### config.mk
export PLATFORM = sky130hd
export DESIGN_NAME = fbr_div
export DESIGN_NICKNAME = d
export VERILOG_FILES = /design/src/rtl/fbr_div.sv
export SDC_FILE = /design/constraint.sdc
export NUM_CORES = 1
export LEC_CHECK = 0
export ABC_CLOCK_PERIOD_IN_PS = 7600
export BUFFER_PORTS_ARGS = -buffer_cell sky130_fd_sc_hd__buf_2
export CORE_ASPECT_RATIO = 1.5
export CORE_MARGIN = 2
export CORE_UTILIZATION = 50
export CTS_BUF_LIST = sky130_fd_sc_hd__clkbuf_16
export CTS_CLUSTER_DIAMETER = 40
export DETAILED_ROUTE_END_ITERATION = 6
export PLACE_DENSITY = 0.76
export SLEW_MARGIN = 30
export SYNTH_ARGS = -nofsm -noshare
export SYNTH_HDL_FRONTEND = slang
export SYNTH_SLANG_ARGS = --single-unit
### constraint.sdc
create_clock -name clk -period 7.6 [get_ports clk]
set_input_delay 0.38 -clock clk [delete_from_list [all_inputs] [get_ports clk]]
set_output_delay 0.38 -clock clk [all_outputs]
set_load 0.01 [all_outputs]
### src/rtl/fbr_div.sv
// divider by one of two constants through reciprocal multiplication, three stages
module fbr_div #(
	parameter int DW    = 10,
	parameter int DIV_A = 640,
	parameter int DIV_B = 20
) (
	input  logic          clk,
	input  logic          arst_n,
	input  logic          start,
	input  logic          sel_b,
	input  logic [31:0]   dividend,
	output logic          done,
	output logic [31:0]   quot,
	output logic [DW-1:0] rem
);

	// q = (x * ceil(2^(32+l) / d)) >> (32+l) with l = ceil(log2 d) is exact for 32-bit x
	localparam int          SH_A  = 32 + $clog2(DIV_A);
	localparam int          SH_B  = 32 + $clog2(DIV_B);
	localparam logic [32:0] RCP_A = 33'(((64'd1 << SH_A) + 64'(DIV_A) - 64'd1) / 64'(DIV_A));
	localparam logic [32:0] RCP_B = 33'(((64'd1 << SH_B) + 64'(DIV_B) - 64'd1) / 64'(DIV_B));
	localparam logic [31:0] DVS_A = 32'(DIV_A);
	localparam logic [31:0] DVS_B = 32'(DIV_B);

	logic          v_s1;
	logic          v_s2;
	logic          done_q;
	logic          sel_s1;
	logic          sel_s2;
	logic [31:0]   x_s1;
	logic [31:0]   x_s2;
	logic [64:0]   prod_s1;
	logic [31:0]   quot_s2;
	logic [31:0]   quot_q;
	logic [DW-1:0] rem_q;
	logic [31:0]   back;

	assign back = quot_s2 * (sel_s2 ? DVS_B : DVS_A);

	always_ff @(posedge clk or negedge arst_n) begin
		if (!arst_n) begin
			v_s1   <= 1'b0;
			v_s2   <= 1'b0;
			done_q <= 1'b0;
		end else begin
			v_s1   <= start;
			v_s2   <= v_s1;
			done_q <= v_s2;
		end
	end

	always_ff @(posedge clk) begin
		if (start) begin
			prod_s1 <= 65'(dividend) * 65'(sel_b ? RCP_B : RCP_A);
			x_s1    <= dividend;
			sel_s1  <= sel_b;
		end
		if (v_s1) begin
			quot_s2 <= sel_s1 ? 32'(prod_s1 >> SH_B) : 32'(prod_s1 >> SH_A);
			x_s2    <= x_s1;
			sel_s2  <= sel_s1;
		end
		if (v_s2) begin
			quot_q <= quot_s2;
			rem_q  <= DW'(x_s2 - back);
		end
	end

	assign done = done_q;
	assign quot = quot_q;
	assign rem  = rem_q;

endmodule

* Word-level counts from Yosys, hierarchy flattened *
Cells that the tools add are included.

cells by class
  add/subtract/negate cells = 1
  $mul = 2
  muxes and demuxes = 2

operators with widths
  operator                                              count
  multiplier 32 x 32 -> 64 bit (second input constant)  1
  multiplier 32 x 10 -> 10 bit                          1
  2-to-1 mux 23 bit                                     1
  2-to-1 mux 10 bit                                     1
  subtractor 10 bit                                     1

storage, ports and cells
  register bits after elaboration = 163
  input bits = 36
  output and inout bits = 43

* Longest topological paths before layout *
Gate-level depths: netlist (run 1).

  depth after elaboration = 3
  depth in mapped cells = 25
  gate-level depth less buffers = 25

* Worst setup path before layout (run 1) *
Ideal clock, no wire load.

  path type = input port to flip-flop
  start point = input port dividend[19]
  end point = register prod_s1[50], data pin
  setup time = 0.259 ns
  arrival = 6.310 ns
  data required time = 7.341 ns
  slack = 1.032 ns
  stages = 24
  path buffers = 0
  path through = ha_1 inv_1 fa_1 inv_1 fa_1 inv_1 fa_1 inv_1 fa_1 fa_1 fa_1 inv_1 fa_1 inv_1 ha_1 nand4_1 nor4_1 nand3_1 a311oi_2 o311ai_2 o21ai_1 a21o_1 a21oi_1 xnor2_1

on the way
  cells in the longest elaborated chain, start to end = 1

ends and longest elaborated chain
  item                          RTL line  text
  start, declared               11        input logic [31:0] dividend,
  multiplier 32 x 32 -> 64 bit  54        prod_s1 <= 65'(dividend) * 65'(sel_b ? RCP_B : RCP_A);
  end signal, assigned          54
  end, declared                 32        logic [64:0] prod_s1;

Every way passes these cells.
A chain may end at the register's enable or synchronous reset.

* Final worst setup path (run 1) *
  start point = input port dividend[18]
  end point = register prod_s1[57], data pin

The elaborated chain is that of the path after synthesis.

==> results of run 1 <==
[flip-flops by register name (all words and copies together) (netlist names)]
name     count
done         1
prod_s1     28
quot        28
quot_s2     28
rem         10
sel_s1       1
sel_s2       1
v_s1         1
v_s2         1
x_s1        10
x_s2        10
[stage by stage]
| step | worst slack (ns) | util [%] | instance area [µm²] | instances |
|---|---|---|---|---|
| final | 0.601 | 55.3 | 23300 | 2639 |
| after global routing | 0.326 | 55.3 | 23300 | 2639 |
| after CTS | 0.659 | 55.3 | 23300 | 2639 |
| after detailed placement | 0.263 | 53.9 | 22700 | 2606 |
| after global placement | 0.333 | 53.9 | 22700 | 2605 |
| after floorplan | 1.03 | - | 21400 | 1949 |
[routing by layer]
layer / part of all wire (%) / global-route usage (%)
met5: 0 / 0
met4: 11 / 24.1
met3: 3.7 / 3.21
met2: 53 / 51.7
met1: 32 / 27.9
[cell families after synthesis]
| family | count (synthesis) | share of synthesized area (%) |
|---|---|---|
| flip-flops | 119 | 16.6 |
| AND/OR/NAND/NOR | 165 | 3.88 |
| multiplexers | 24 | 1.26 |
| XOR/XNOR | 91 | 3.72 |
| other | 2 | 0.0351 |
| buffers and inverters | 602 | 10.6 |
| adder cells (fa/ha/maj) | 762 | 58.3 |
| AO/OA/AOI/OAI | 181 | 5.55 |
[worst reg2reg max path, delay by kind of cell, from the launching register on]
family	cells	cell delay, ns
fa+ha+maj	2	0.85
simple gates	3	0.40
xor+xnor	1	0.09
flops	1	0.48
compound gates	6	1.01
buf+inv	1	0.06
[layout by cell type (no fill, tap or decap), types with 25 or more instances in the layout]
cell / count
edfxtp_1: 116
nand2_1: 50
o21ai_0: 32
inv_1: 582
xor2_1: 56
nor2_1: 25
buf_2: 74
a21o_1: 37
a21oi_1: 59
ha_1: 369
fa_1: 393
buf_4: 38
xnor2_1: 35
[worst max-delay path by stage]
stage / to / slack (ns) / depth (start not counted)
after floorplan: prod_s1[50] / 1.03 / 24
after global routing: prod_s1[50] / 0.33 / 25
after CTS: prod_s1[60] / 0.66 / 25
after detailed placement: prod_s1[60] / 0.26 / 25
after global placement: prod_s1[60] / 0.33 / 25
final: prod_s1[57] / 0.60 / 22
[area by class of cell]
cell class,count,area share [%]
clock buffer,17,1.83
clock inverter,15,0.655
inverter,582,9.38
multi-input combinational,1228,66.9
sequential,119,15.3
tap,564,3.03
timing repair buffer,114,2.92
==> flow_metrics.env, run 1 <==
export IMPL_synth_area_leaders="fa_1 (37%), ha_1 (22%), edfxtp_1 (16%)"
export IMPL_synth_seq_cells=119
export IMPL_crit_required_ns=7.75
export IMPL_hold_slack_ns=0.150
export IMPL_crit_family="adder cells"
export IMPL_cts_resized_gates=0
export IMPL_min_path_type="in2reg"
export IMPL_synth_most_common_cell="inv_1"
export IMPL_r2r_slack_ns=4.45
export IMPL_worstPathCellList="buf_2, ha_1, buf_4, ha_1, fa_1, inv_1, fa_1, inv_1, fa_1, fa_1, fa_1, fa_1, ha_1, a21oi_1, nor3b_1, o21ai_0, a21oi_1, nor3_1, a21oi_1, o2111a_2, or2_4, xor2_1"
export IMPL_worstHoldStart="sel_b"
export IMPL_critPathMaxStageDelay_ns=0.67
export IMPL_r2r_end="rem[9]"
export IMPL_outcome="finished clean"
export IMPL_avgSynthCellArea_um2=11.0
export IMPL_async_reset_ff_share_pct=2.52
export IMPL_drv_cap=0
export IMPL_synth_ff_type="edfxtp_1"
export IMPL_drive_above_1_share_pct=8.63
export IMPL_regArea_mm2=0.00356
export IMPL_synth_cell_type_count=61
export IMPL_numCtsBuffers=17
export IMPL_synth_edf_count=116
export IMPL_reg2reg_from="sel_s2"
export IMPL_ys_seq_area_share_pct=16.6
export IMPL_critical_path_class="in2reg"
export IMPL_critPathMaxFanout=5
export IMPL_antenna_found_initial=0
export IMPL_multiInputGateArea_mm2=0.0156
export IMPL_drt_vias_per_instance=5.33
export IMPL_drtIter0Drc=722
export IMPL_hold_end="sel_s1"
export IMPL_slew_headroom_pct=39.0
export IMPL_crit_slowest_cell="fa_1"
export IMPL_antenna_cells=0
export IMPL_crit_top_cell="fa_1"
export IMPL_wl_per_cell_um=22.9
export IMPL_hold_depth=1
export IMPL_numPortBuffers=74
export IMPL_fp_coreArea_mm2=0.0421
export IMPL_ctsHoldBuffers=1
export IMPL_synth_common_cells="inv_1 (582), fa_1 (393), ha_1 (369)"
export IMPL_die_x_um=173
export IMPL_cts_sinks=119
export IMPL_drv_slew=0
export IMPL_fmax_mhz=143
export IMPL_antenna_left=0
export IMPL_wl_um=60500
export IMPL_ys_warnings_count=0
export IMPL_worstMarginPinSlew_ns=0.916
export IMPL_cp_arrival_ns=7.15
export IMPL_skew_ns=0.00684
export IMPL_overflow=0
export IMPL_start_util_pct=50.8
export IMPL_drtPass1Iterations=6
export IMPL_drc=0
export IMPL_netlist_instances=1946
export IMPL_vias=14100
export IMPL_cts_buffer_depth=2
export IMPL_synth_area_mm2=0.0214
export IMPL_clk_latency_ns=0.40
export IMPL_setup_worst_path_start="dividend[18]"
export IMPL_final_setup_tns_ns=0
export IMPL_rows=92
export IMPL_crit_path_start_kind="input pin"
export IMPL_path_buf_inv=4
export IMPL_synth_top_cell_area_share_pct=36.7
export IMPL_grt_max_degree=41
export IMPL_yosysTopAreaCell="fa_1"
export IMPL_area_growth_pct=8.81
export IMPL_place_congestion=1.03
export IMPL_post_route_period_util_pct=92.1
export IMPL_grt_setup_unrepaired="false"
export IMPL_fin_nets=2860
export IMPL_cts_tree="yes"
export IMPL_postCtsSetupBuffers=0
export IMPL_grtUsageTotal_pct=28.1
export IMPL_clockRootBuffer="clkbuf_16"
export IMPL_end_kind="flop"
export IMPL_dp_hpwl_um=54800
export IMPL_h_tree_depth=4
export IMPL_grt_pass1_vias=16000
export IMPL_setup_violations=0
export IMPL_io_pins=79
export IMPL_die_area_mm2=0.0445
export IMPL_die_h_um=257
export IMPL_finalHoldViolCount=0
export IMPL_layout_min_cycle_time_ns=7.00
export IMPL_num_fill_cells=3717
export IMPL_grt_pass1_wl_um=91800
export IMPL_clk_pin_slew_ns=0.06
export IMPL_r2r_cells=13
Power of run 1 is left out: the tool's default activity adds up to more than one toggle a clock period on the data nets, which glitch-free logic cannot reach.
==> inputs of run 2 (changes only) <==
REMOVE_ABC_BUFFERS = 1   (was not set)
==> flow_metrics.env, run 2 (synthesis results as in run 1) <==
export IMPL_area_growth_pct=8.74
export IMPL_slew_headroom_pct=38.5
export IMPL_overflow=0
export IMPL_io_pins=79
export IMPL_crit_path_start_kind="input pin"
export IMPL_drv_cap=0
export IMPL_final_setup_tns_ns=0
export IMPL_setup_violations=0
export IMPL_start_util_pct=50.8
export IMPL_r2r_slack_ns=4.39
export IMPL_drive_above_1_share_pct=8.43
export IMPL_post_route_period_util_pct=94.0
export IMPL_antenna_left=0
export IMPL_skew_ns=0.0115
export IMPL_crit_top_cell="fa_1"
export IMPL_layout_common_cells="inv_1 (582), fa_1 (393), ha_1 (369), edfxtp_1 (116), buf_2 (74)"
export IMPL_drv_slew=0
export IMPL_postCtsSetupBuffers=0
export IMPL_antenna_found_initial=0
export IMPL_grt_pass1_vias=15900
export IMPL_layout_min_cycle_time_ns=7.15
export IMPL_fmax_mhz=140
export IMPL_crit_slowest_cell="fa_1"
export IMPL_die_h_um=257
export IMPL_drtPass1Iterations=5
export IMPL_grt_setup_unrepaired="false"
export IMPL_place_congestion=1.05
export IMPL_clk_pin_slew_ns=0.06
export IMPL_cts_buffer_depth=2
export IMPL_drc=0
export IMPL_critical_path_class="in2reg"
export IMPL_drtIter0Drc=819
export IMPL_critPathMaxStageDelay_ns=0.60
export IMPL_grt_max_degree=41
export IMPL_final_area_mm2=0.0233
export IMPL_vias=14100
export IMPL_drt_vias_per_instance=5.33
export IMPL_worstPathCellList="buf_2, ha_1, xor2_1, ha_1, or2_2, fa_1, fa_1, fa_1, fa_1, fa_1, inv_1, fa_1, inv_1, ha_1, nand3_1, nor4_1, nand3_1, a311oi_2, o311ai_2, o21ai_1, a21o_1, a21oi_1, xnor2_1"
export IMPL_rows=92
export IMPL_min_path_type="in2reg"
export IMPL_clockRootBuffer="clkbuf_16"
export IMPL_cp_arrival_ns=7.31
export IMPL_h_tree_depth=4
export IMPL_num_fill_cells=3728
export IMPL_final_common_cell="inv_1"
export IMPL_numPortBuffers=74
export IMPL_critPathMaxFanout=8
export IMPL_cts_tree="yes"
export IMPL_outcome="finished clean"
export IMPL_numCtsBuffers=17
export IMPL_die_x_um=173
export IMPL_finalHoldViolCount=0
export IMPL_wl_um=58400
export IMPL_cts_sinks=119
export IMPL_wl_per_cell_um=22.1
export IMPL_fp_coreArea_mm2=0.0421
export IMPL_end_kind="flop"
export IMPL_grtUsageTotal_pct=27.4
export IMPL_dp_hpwl_um=53300
export IMPL_crit_required_ns=7.76
export IMPL_die_area_mm2=0.0445
export IMPL_antenna_cells=0
export IMPL_fin_nets=2861
export IMPL_clk_latency_ns=0.41
export IMPL_worstMarginPinSlew_ns=0.919
export IMPL_grt_pass1_wl_um=90100
export IMPL_place_area_mm2=0.0227
==> run 2: final timing paths <==
kind	start	to	cells after the start
max reg2reg	sel_s2	rem[9]	13
min in group asynchronous	arst_n	done	2
max in group asynchronous	arst_n	v_s1	2
min	sel_b	sel_s1	1
min reg2reg	v_s1	v_s2	0
max	dividend[1]	prod_s1[50]	23
==> run 2: per-layer routing <==
metal / share of wire, % / vias to the layer above / global-route usage [%]
li1: - / 6325 / -
met1: 33 / 7069 / 28.1
met2: 53 / 483 / 49.7
met3: 3.4 / 202 / 2.88
met4: 11 / 0 / 23.5
met5: 0 / - / 0
==> run 2: stage by stage <==
stage,std cells,hold slack (ns),utilization [%],worst slack [ns]
floorplan,1929,0.0844,-,1.03
global placement,2606,0.175,53.9,0.158
detailed placement,2607,0.178,53.9,0.0862
CTS,2639,0.129,55.3,0.494
global route,2639,0.124,55.3,0.130
finish,2639,0.153,55.3,0.454
==> run 2: worst max-delay path, delay by kind of cell <==
family / cells / cell delay, ns
fa+ha+maj: 9 / 4.16
simple gates: 4 / 1.08
compound gates: 5 / 1.00
xor+xnor: 2 / 0.37
buf+inv: 3 / 0.29
==> run 2: cell type report <==
class | instances | area, µm² | share of cell area [%]
flip-flops and latches | 119 | 3560 | 15.3
clock inverters | 14 | 134 | 0.575
multi-input cells | 1228 | 15600 | 67.0
well taps | 564 | 706 | 3.03
inverters | 582 | 2180 | 9.38
repair buffers | 115 | 684 | 2.94
clock buffers | 17 | 425 | 1.83
==> run 2: what timing repair did <==
item | CTS | global route
setup endpoints to repair | 0 | 0
resized for setup | 0 | 0
endpoints found under the hold margin | 3 | 0
hold buffers | 1 | 0
Power of run 2 is left out for the same reason.
